--- src/design/bbas_pkg.sv ---
// ----------------------------------------------------------------------------
// bbas_pkg: shared types and constants for the BCD/binary add-subtract unit
// Word layouts for both channels, variant codes and decimal correction values.
// ----------------------------------------------------------------------------
package bbas_pkg;

  localparam int DataW = 8;
  localparam int NibW  = 4;

  // Decimal correction constants
  localparam logic [NibW:0]    DecLimit  = 5'd9;
  localparam logic [NibW:0]    DecAdjust = 5'd10;
  localparam logic [DataW-1:0] DecAdjW   = 8'd10;

  // CPU variant codes
  localparam logic VariantNmos = 1'b0;
  localparam logic VariantCmos = 1'b1;

  // Operation codes
  localparam logic OpAdc = 1'b0;
  localparam logic OpSbc = 1'b1;

  typedef struct packed {
    logic             operation;
    logic             decimal_mode;
    logic             carry_in;
    logic [DataW-1:0] accumulator_in;
    logic [DataW-1:0] operand_value;
  } in_word_t;

  typedef struct packed {
    logic [DataW-1:0] accumulator_out;
    logic             negative_flag;
    logic             overflow_flag;
    logic             zero_flag;
    logic             carry_out;
  } out_word_t;

endpackage

--- src/design/bbas_alu.sv ---
// ----------------------------------------------------------------------------
// bbas_alu: add/subtract core with binary and decimal modes
// Combinational; produces accumulator and N, V, Z, C for both CPU variants.
// ----------------------------------------------------------------------------
module bbas_alu (
  input  bbas_pkg::in_word_t  op_i,
  input  logic                variant_i,
  output bbas_pkg::out_word_t res_o
);
  import bbas_pkg::*;

  logic [DataW-1:0] a, b;
  logic             a7, b7, cin, brw;

  // binary add
  logic [DataW:0]   add_full;
  logic             add_n, add_v;

  // decimal add
  logic [NibW:0]    dadd_lo, dadd_hi, dadd_lo_adj, dadd_hi_adj;
  logic             dadd_clo, dadd_c, dadd_pn, dadd_v;
  logic [DataW-1:0] dadd_acc;

  // binary subtract
  logic [DataW:0]   sub_full;
  logic             sub_n, sub_v;

  // decimal subtract
  logic [DataW-1:0] dsub_lo, dsub_lo_adj, dsub_hi, dsub_hi_adj;
  logic             dsub_bl, dsub_still_neg, dsub_pn, dsub_bh, dsub_cv;
  logic [NibW-1:0]  dsub_hi_cmos;
  logic [DataW-1:0] dsub_acc_nmos, dsub_acc_cmos;

  assign a   = op_i.accumulator_in;
  assign b   = op_i.operand_value;
  assign a7  = a[DataW-1];
  assign b7  = b[DataW-1];
  assign cin = op_i.carry_in;
  assign brw = ~cin;

  assign add_full = {1'b0, a} + {1'b0, b} + {{DataW{1'b0}}, cin};
  assign add_n    = add_full[DataW-1];
  assign add_v    = (a7 ^ add_n) & (b7 ^ add_n);

  // Decimal add: correct low digit, ripple its carry, correct high digit
  assign dadd_lo     = {1'b0, a[NibW-1:0]} + {1'b0, b[NibW-1:0]} + {{NibW{1'b0}}, cin};
  assign dadd_clo    = dadd_lo > DecLimit;
  assign dadd_lo_adj = dadd_clo ? (dadd_lo - DecAdjust) : dadd_lo;
  assign dadd_hi     = {1'b0, a[DataW-1:NibW]} + {1'b0, b[DataW-1:NibW]}
                     + {{NibW{1'b0}}, dadd_clo};
  assign dadd_pn     = dadd_hi[NibW-1];
  assign dadd_v      = (a7 ^ dadd_pn) & (b7 ^ dadd_pn);
  assign dadd_c      = dadd_hi > DecLimit;
  assign dadd_hi_adj = dadd_c ? (dadd_hi - DecAdjust) : dadd_hi;
  assign dadd_acc    = {dadd_hi_adj[NibW-1:0], dadd_lo_adj[NibW-1:0]};

  assign sub_full = {1'b0, a} - {1'b0, b} - {{DataW{1'b0}}, brw};
  assign sub_n    = sub_full[DataW-1];
  assign sub_v    = (a7 ^ sub_n) & (~b7 ^ sub_n);

  // Decimal subtract: digits worked in byte width so a negative digit shows in bit 7
  assign dsub_lo        = {{NibW{1'b0}}, a[NibW-1:0]} - {{NibW{1'b0}}, b[NibW-1:0]}
                        - {{(DataW-1){1'b0}}, brw};
  assign dsub_bl        = dsub_lo[DataW-1];
  assign dsub_lo_adj    = dsub_bl ? (dsub_lo + DecAdjW) : dsub_lo;
  assign dsub_still_neg = dsub_lo_adj[DataW-1];
  assign dsub_hi        = {{NibW{1'b0}}, a[DataW-1:NibW]} - {{NibW{1'b0}}, b[DataW-1:NibW]}
                        - {{(DataW-1){1'b0}}, dsub_bl};
  assign dsub_pn        = dsub_hi[NibW-1];
  assign dsub_bh        = dsub_hi[DataW-1];
  assign dsub_hi_adj    = dsub_bh ? (dsub_hi + DecAdjW) : dsub_hi;
  assign dsub_hi_cmos   = dsub_hi_adj[NibW-1:0] - {{(NibW-1){1'b0}}, dsub_still_neg};
  assign dsub_cv        = (a7 ^ dsub_pn) & (~b7 ^ dsub_pn);
  assign dsub_acc_nmos  = {dsub_hi_adj[NibW-1:0], dsub_lo_adj[NibW-1:0]};
  assign dsub_acc_cmos  = {dsub_hi_cmos, dsub_lo_adj[NibW-1:0]};

  always_comb begin
    res_o = '0;
    case ({op_i.operation, op_i.decimal_mode})
      {OpAdc, 1'b0}: begin
        res_o.accumulator_out = add_full[DataW-1:0];
        res_o.negative_flag   = add_n;
        res_o.overflow_flag   = add_v;
        res_o.zero_flag       = add_full[DataW-1:0] == '0;
        res_o.carry_out       = add_full[DataW];
      end
      {OpAdc, 1'b1}: begin
        res_o.accumulator_out = dadd_acc;
        res_o.overflow_flag   = dadd_v;
        res_o.carry_out       = dadd_c;
        if (variant_i == VariantCmos) begin
          res_o.negative_flag = dadd_acc[DataW-1];
          res_o.zero_flag     = dadd_acc == '0;
        end else begin
          res_o.negative_flag = dadd_pn;
          res_o.zero_flag     = add_full[DataW-1:0] == '0;
        end
      end
      {OpSbc, 1'b0}: begin
        res_o.accumulator_out = sub_full[DataW-1:0];
        res_o.negative_flag   = sub_n;
        res_o.overflow_flag   = sub_v;
        res_o.zero_flag       = sub_full[DataW-1:0] == '0;
        res_o.carry_out       = ~sub_full[DataW];
      end
      {OpSbc, 1'b1}: begin
        res_o.carry_out = ~dsub_bh;
        if (variant_i == VariantCmos) begin
          res_o.accumulator_out = dsub_acc_cmos;
          res_o.negative_flag   = dsub_acc_cmos[DataW-1];
          res_o.overflow_flag   = dsub_cv;
          res_o.zero_flag       = dsub_acc_cmos == '0;
        end else begin
          res_o.accumulator_out = dsub_acc_nmos;
          res_o.negative_flag   = sub_n;
          res_o.overflow_flag   = sub_v;
          res_o.zero_flag       = sub_full[DataW-1:0] == '0;
        end
      end
      default: res_o = '0;
    endcase
  end

endmodule

--- src/design/bcd_binary_add_subtract_flags.sv ---
// ----------------------------------------------------------------------------
// bcd_binary_add_subtract_flags: 8-bit ADC/SBC unit with binary and BCD modes
// Registered input word, single-pass arithmetic, registered result word.
// ----------------------------------------------------------------------------
// Usage:
//   Input channel (in_valid/in_ready/in_data) carries one word per operation:
//   operation, decimal mode, carry in, accumulator and operand.
//   Result channel (out_valid/out_ready/out_data) returns the new accumulator
//   and the N, V, Z and C flags, one result word per input word, in order.
//   cfg_wr_en/cfg_wr_data write the CPU variant bit (0 NMOS, 1 CMOS); write it
//   only while no word is in flight. It resets to NMOS.
//   The input register loads on accept, the result register from it once
//   free, raising out_valid. Throughput: one word per cycle while out_ready
//   is high, set by the two-register pipeline; between them sits binary and
//   corrected BCD arithmetic (5-bit digit adds, byte-wide digit subtracts).
//   Reset (rst_n low, synchronous) drops both stage valids and clears the
//   variant register.
//   When the receiver stalls, the result word holds in the output register,
//   the input register keeps one more word, and in_ready falls only when both
//   are full and out_ready is low.
// ----------------------------------------------------------------------------
module bcd_binary_add_subtract_flags (
  input  logic                clk,
  input  logic                rst_n,
  input  logic                cfg_wr_en,
  input  logic                cfg_wr_data,
  input  logic                in_valid,
  output logic                in_ready,
  input  bbas_pkg::in_word_t  in_data,
  output logic                out_valid,
  input  logic                out_ready,
  output bbas_pkg::out_word_t out_data
);
  import bbas_pkg::*;

  logic      cpu_variant_r;
  logic      s1_vld_r, s1_vld_nxt;
  in_word_t  s1_word_r;
  logic      out_vld_r, out_vld_nxt;
  out_word_t out_word_r;
  out_word_t alu_res;
  logic      s1_adv;
  logic      in_acc;

  // Advance stage 1 into the result register whenever that register is free
  assign s1_adv   = ~out_vld_r | out_ready;
  assign in_ready = ~s1_vld_r | s1_adv;
  assign in_acc   = in_valid & in_ready;

  assign s1_vld_nxt  = in_acc | (s1_vld_r & ~s1_adv);
  assign out_vld_nxt = (s1_vld_r & s1_adv) | (out_vld_r & ~out_ready);

  bbas_alu u_alu (
    .op_i      (s1_word_r),
    .variant_i (cpu_variant_r),
    .res_o     (alu_res)
  );

  // Control state and variant register
  always_ff @(posedge clk) begin
    if (!rst_n) begin
      cpu_variant_r <= VariantNmos;
      s1_vld_r      <= 1'b0;
      out_vld_r     <= 1'b0;
    end else begin
      if (cfg_wr_en) begin
        cpu_variant_r <= cfg_wr_data;
      end
      s1_vld_r  <= s1_vld_nxt;
      out_vld_r <= out_vld_nxt;
    end
  end

  // Payload registers: load only on a move, hold otherwise
  always_ff @(posedge clk) begin
    if (in_acc) begin
      s1_word_r <= in_data;
    end
    if (s1_vld_r && s1_adv) begin
      out_word_r <= alu_res;
    end
  end

  assign out_valid = out_vld_r;
  assign out_data  = out_word_r;

  // A full pipeline facing a stalled receiver takes no new word
  a_no_accept_when_full: assert property (@(posedge clk) disable iff (!rst_n)
    (s1_vld_r && out_vld_r && !out_ready) |-> !in_ready)
    else $error("input accepted while both stages are full");

  // A word in stage 1 that may advance shows up as a result next cycle
  a_s1_to_out: assert property (@(posedge clk) disable iff (!rst_n)
    (s1_vld_r && s1_adv) |=> out_vld_r)
    else $error("stage 1 word lost on advance");

  // A blocked stage 1 word stays put
  a_s1_hold: assert property (@(posedge clk) disable iff (!rst_n)
    (s1_vld_r && !s1_adv) |=> (s1_vld_r && $stable(s1_word_r)))
    else $error("stage 1 word changed while blocked");

  // A stalled result is not overwritten
  a_out_hold: assert property (@(posedge clk) disable iff (!rst_n)
    (out_vld_r && !out_ready) |=> $stable(out_word_r))
    else $error("result register overwritten during stall");

endmodule

--- config.mk ---
export PLATFORM = sky130hd
export DESIGN_NAME = bcd_binary_add_subtract_flags
export DESIGN_NICKNAME = d
export VERILOG_FILES = /design/src/design/bbas_pkg.sv /design/src/design/bbas_alu.sv /design/src/design/bcd_binary_add_subtract_flags.sv
export SDC_FILE = /design/constraint.sdc
export NUM_CORES = 1
export LEC_CHECK = 0
export CAP_MARGIN = 10
export CORE_ASPECT_RATIO = 0.8
export CORE_MARGIN = 4
export CORE_UTILIZATION = 53
export DETAILED_ROUTE_END_ITERATION = 7
export DONT_BUFFER_PORTS = 1
export PLACE_DENSITY_LB_ADDON = 0.05
export SLEW_MARGIN = 15
export SYNTH_ARGS = -nofsm -noshare
export SYNTH_HDL_FRONTEND = slang
export SYNTH_SLANG_ARGS = --single-unit
--- constraint.sdc ---
create_clock -name clk -period 12.05 [get_ports clk]
set_input_delay 2.41 -clock clk [delete_from_list [all_inputs] [get_ports clk]]
set_output_delay 2.41 -clock clk [all_outputs]
set_load 0.005 [all_outputs]
# --- After elaboration in Yosys (flattened, before gate mapping) ---
# Index checks and enable logic that the tools add are counted.
word_totals:
  regBits: 34
  latch_bits: 0
  ramBits: 0
  romBits: 0
  input_bits: 25
  output_inout_bits: 14
  elab_cells: 77
  n_memories: 0
classes:
  n_addsub: 17
  multipliers: 0
  div_mod_pow: 0
  magnitude_cmp: 2
  eq_ne: 3
  shifts: 0
  mux: 8
  bitwise: 28
  reduce_logical: 6
ops:
  columns: ["cell", "count"]
  rows:
  - ["case mux 12 bit (4 select lines)", 1]
  - ["logical NOT 8 bit", 4]
  - ["subtractor 8 x 1 -> 8 bit", 2]
  - ["2-to-1 mux 4 bit", 3]
  - ["2-to-1 mux 11 bit", 1]
  - ["adder 4 x 4 -> 5 bit", 2]
  - ["adder 5 x 1 -> 5 bit", 2]
  - ["greater-than comparator 5 x 4 -> 1 bit (second input constant)", 2]
  - ["subtractor 4 x 4 -> 5 bit", 2]
  - ["adder 8 x 8 -> 9 bit", 1]
  - ["adder 9 x 1 -> 9 bit", 1]
  - ["subtractor 8 x 8 -> 9 bit", 1]
  - ["subtractor 9 x 1 -> 9 bit", 1]
  - ["adder 8 x 4 -> 8 bit (second input constant)", 1]
  - ["bitwise AND 1 bit", 8]
  - ["2-to-1 mux 8 bit", 1]
  - ["inverter 1 bit", 8]
  - ["subtractor 4 bit (second input constant)", 2]
  - ["XOR 1 bit", 8]
  - ["adder 4 bit (second input constant)", 1]
  - ["== test 2 bit (second input constant)", 2]
  - ["OR 1 bit", 4]
  - ["subtractor 4 x 1 -> 4 bit", 1]
  - ["== test 2 x 1 -> 1 bit (second input constant)", 1]
  - ["other kinds (3)", 4]

# --- Depth between registers and ports, before layout ---
depth:
  ltp_word: 9
  mapped_depth: 20
  mapped_depth_nobuf: 20

# --- Cells and area by module ---
# From an unflattened synthesis, not the netlist that was laid out.
hier_totals:
  hier_cells: 376
  area_unflattened_um2: 3769.9
by_module_without_submodules:
  columns: ["mod", "n_inst", "cells_each", "area_per_inst_um2", "seq_area_each_um2"]
  rows:
  - ["bbas_alu", 1, 333, 2711.4, 0.0]
  - ["bcd_binary_add_subtract_flags", 1, 43, 1058.5, 991.0]

# --- Least setup slack after synthesis ---
# Ideal clock, no wire load.
synth_timing:
  path_kind: "input to output"
  start: "input out_ready"
  end: "output in_ready"
  t_arrival_ns: 2.693
  required_ns: 9.640
  setup_slack_ns: 6.947
  stages: 2
  path_buffers: 0
  cell_sequence: "nor2b_1 nand2_1"
synth_via:
  elab_chain_len: 2
synth_rtl:
  columns: ["item", "line_no", "rtl"]
  rows:
  - ["start, declared", "bcd_binary_add_subtract_flags.sv:31", "input logic out_ready,"]
  - ["OR 1 bit", "bcd_binary_add_subtract_flags.sv:46", "assign s1_adv = ~out_vld_r | out_ready;"]
  - ["OR 1 bit", "bcd_binary_add_subtract_flags.sv:47", "assign in_ready = ~s1_vld_r | s1_adv;"]
  - ["end, declared", "bcd_binary_add_subtract_flags.sv:28", "output logic in_ready,"]
# No other way between the ends.

==> results.sh <==
export IMPL_power_density_mw_per_mm2=124
export IMPL_leakage_nw=1.51
export IMPL_seqPwrFrac_pct=33.5
export IMPL_synth_edff_count=31
export IMPL_vias=2540
export IMPL_hold_path_class="flop to flop"
export IMPL_ant_nets=0
export IMPL_dr_wl_met2_mm=2.88
export IMPL_num_rows=25
export IMPL_synth_area_mm2=0.00341
export IMPL_grt_pass1_wl_mm=11.8
export IMPL_rr_endpoint="out_data[10]"
export IMPL_cp_max_fo=6
export IMPL_clockRootBuffer="clkbuf_8"
export IMPL_worstSetupStartpointType="flop"
export IMPL_hold_path_depth=1
export IMPL_p_int_mw=0.273
export IMPL_power_frac_clock_pct=18.7
export IMPL_holdPathEnd="out_valid"
export IMPL_r2r_start="s1_word_r[0]"
export IMPL_wl_per_cell_um=16.6
export IMPL_drt_pass1_iter_count=4
export IMPL_switching_power_mw=0.168
export IMPL_arrival_ns=5.22
export IMPL_syn_to_final_growth_pct=4.25
export IMPL_finalWirelength_mm=7.14
export IMPL_fp_coreArea_mm2=0.00607
export IMPL_syn_area_per_cell_um2=9.72
export IMPL_nNetsFinal=419
export IMPL_nFillCells=540
export IMPL_peakVddDrop_mv=0.0646
export IMPL_io_buffers=0
export IMPL_rsz0062_at_grt="false"
export IMPL_dr_wl_met3_um=549
export IMPL_synth_distinct_cells=67
export IMPL_tightest_slew_ns=1.02
export IMPL_multi_input_area_mm2=0.00219
export IMPL_clock_sinks=34
export IMPL_hold_viol=0
export IMPL_clock_latency_ns=0.29
export IMPL_slew_headroom_pct=32.1
export IMPL_synthCells=351
export IMPL_grt_use_total_pct=19.0
export IMPL_status="finished, final reports clean"
export IMPL_cts_setup_buffers=0
export IMPL_initialDrtViolationCount=182
export IMPL_min_period_over_period_pct=43.0
export IMPL_setup_tns_ns=0
export IMPL_critPathRequiredTime_ns=12.08
export IMPL_syn_nets=421
export IMPL_antenna_found_initial=0
export IMPL_synth_area_top_cells="edfxtp_1 27%, ha_1 14%, fa_1 4.7%, xnor2_1 4.6%, inv_1 4.3%"
export IMPL_synth_top_area_cell="edfxtp_1"
export IMPL_r2r_slack_ns=6.87
export IMPL_overflow=0
export IMPL_synth_most_common_cell="inv_1"
export IMPL_synth_top_area_share_pct=27.3
export IMPL_drv_slew=0
export IMPL_hold_path_startpoint="s1_vld_r"
export IMPL_finClkSkew_ns=0.00460
export IMPL_async_reset_ff_share_pct=0
export IMPL_ctsLongestPathBuffers=2
export IMPL_drc_errors=0
export IMPL_io_pins=39
export IMPL_synthTopCellsByCount="39 x inv_1, 37 x ha_1, 31 x edfxtp_1"
export IMPL_fin_ws_ns=6.87
export IMPL_ctsResizeCount=0
export IMPL_p_total_mw=0.441
export IMPL_htree_levels=2
export IMPL_start_util_pct=56.2
export IMPL_ys_ff_latch=34
export IMPL_drv_cap=0
export IMPL_dpl_hpwl_mm=5.81
export IMPL_die_y_um=79.8
export IMPL_cp_end_kind="flop"
export IMPL_fmax_mhz=193
export IMPL_fin_crit_ns=5.18
export IMPL_ys_warnings_count=0
export IMPL_clk_pin_slew_ns=0.07
export IMPL_diodes=0
export IMPL_gp_congestion=0.859
export IMPL_die_w_um=97.7
export IMPL_cts_made_buffers=5
export IMPL_critical_path_class="flop to flop"
export IMPL_grt_max_degree=23
export IMPL_swShare_pct=38.0
export IMPL_seq_area_um2=991
export IMPL_yosysSeqAreaShare_pct=29.0
export IMPL_topRoutingLayerUsed="met4"
export IMPL_critPathLaunch="s1_word_r[0]"
export IMPL_cts_tree="yes"
export IMPL_postCtsHoldBufs=0
export IMPL_vias_per_cell=5.89
export IMPL_setup_viol=0
export IMPL_synth_flop_cell="edfxtp_1"
export IMPL_reg2regPathDepth=19
export IMPL_die_area_mm2=0.00780
export IMPL_p_comb_share_pct=47.8
export IMPL_drt_met1_wl_mm=3.65
export IMPL_final_layout_size_suffix_gt1_share_pct=6.86
export IMPL_grt_pass1_vias=2334
export IMPL_pre_cts_ws_ns=6.91
export IMPL_finish_utilization_pct=58.6
export IMPL_hold_ws_ns=0.530
==> flip-flops by register name, summed over array words and instances, names as in the netlist <==
name           flops
out_valid          1
s1_vld_r           1
cpu_variant_r      1
s1_word_r         19
out_data          12
==> cells in the final DEF, fill, tap and decap left out, types with 4 or more instances in the layout <==
master     n
a21o_1     7
a21oi_1   19
and3_1     5
clkbuf_8   5
edfxtp_1  31
fa_1       8
ha_1      37
inv_1     39
mux2_2     4
mux2i_1   12
nand2_1   25
nand2b_1   7
nand3_1    9
nor2_1    17
nor2b_1    7
nor3_1     4
nor4_1     4
o21a_1     4
o21ai_0    6
o21bai_1   4
xnor2_1   18
xor2_1     9
==> worst max-delay path by stage <==
stage	slack, ns	cells after the start	end
after CTS	6.91	2	in_ready
final	6.87	19	out_data[10]
after detailed placement	6.91	2	in_ready
after global routing	6.48	19	out_data[10]
after floorplan	6.95	2	in_ready
after global placement	6.91	2	in_ready
==> kinds of logic after synthesis <==
family	synth area share, %
simple gates	15.3
compound gates	14.9
buf+inv	6.82
fa+ha+maj	18.3
flops	29.0
xor+xnor	8.06
mux	7.59
==> metal layers <==
metal | vias to the layer above | track usage [%]
met5 | - | 0
met3 | 8 | 3.93
met2 | 97 | 26.8
li1 | 1246 | -
met4 | 0 | 4.29
met1 | 1189 | 29.4
==> layout make-up <==
class	count	area share [%]
multi-input combinational	265	61.5
sequential	34	27.8
timing repair buffer	1	0.211
tap	81	2.85
inverter	42	5.17
clock inverter	3	0.457
clock buffer	5	1.93
==> through the flow <==
step                instance area (um2)  cells
global route                       3560    431
global placement                   3470    423
finish                             3560    431
floorplan                          3410    351
CTS                                3560    431
detailed placement                 3470    423
==> worst max-delay path, stage by stage (launching register included) <==
cell	delay, ns
edfxtp_1	0.45
inv_1	0.11
fa_1	0.22
inv_1	0.07
fa_1	0.42
xnor2_1	0.24
inv_1	0.11
nand2_1	0.11
inv_1	0.05
o21ai_0	0.34
inv_1	0.11
fa_1	0.44
fa_1	0.42
xnor2_1	0.50
ha_1	0.26
nand2_1	0.05
a32o_1	0.20
o21a_1	0.23
mux2i_1	0.13
mux4_2	0.47
==> power by group through the flow <==
stage          clock network (mW)  logic [mW]  registers (mW)
6_report                   0.0823       0.211           0.148
3_5_place_dp                    0       0.207           0.151
4_1_cts                    0.0842       0.208           0.148
5_1_grt                    0.0907       0.234           0.149
3_3_place_gp                    0       0.204           0.150
2_1_floorplan                   0       0.167           0.148
(Power assumes the default switching activity.)
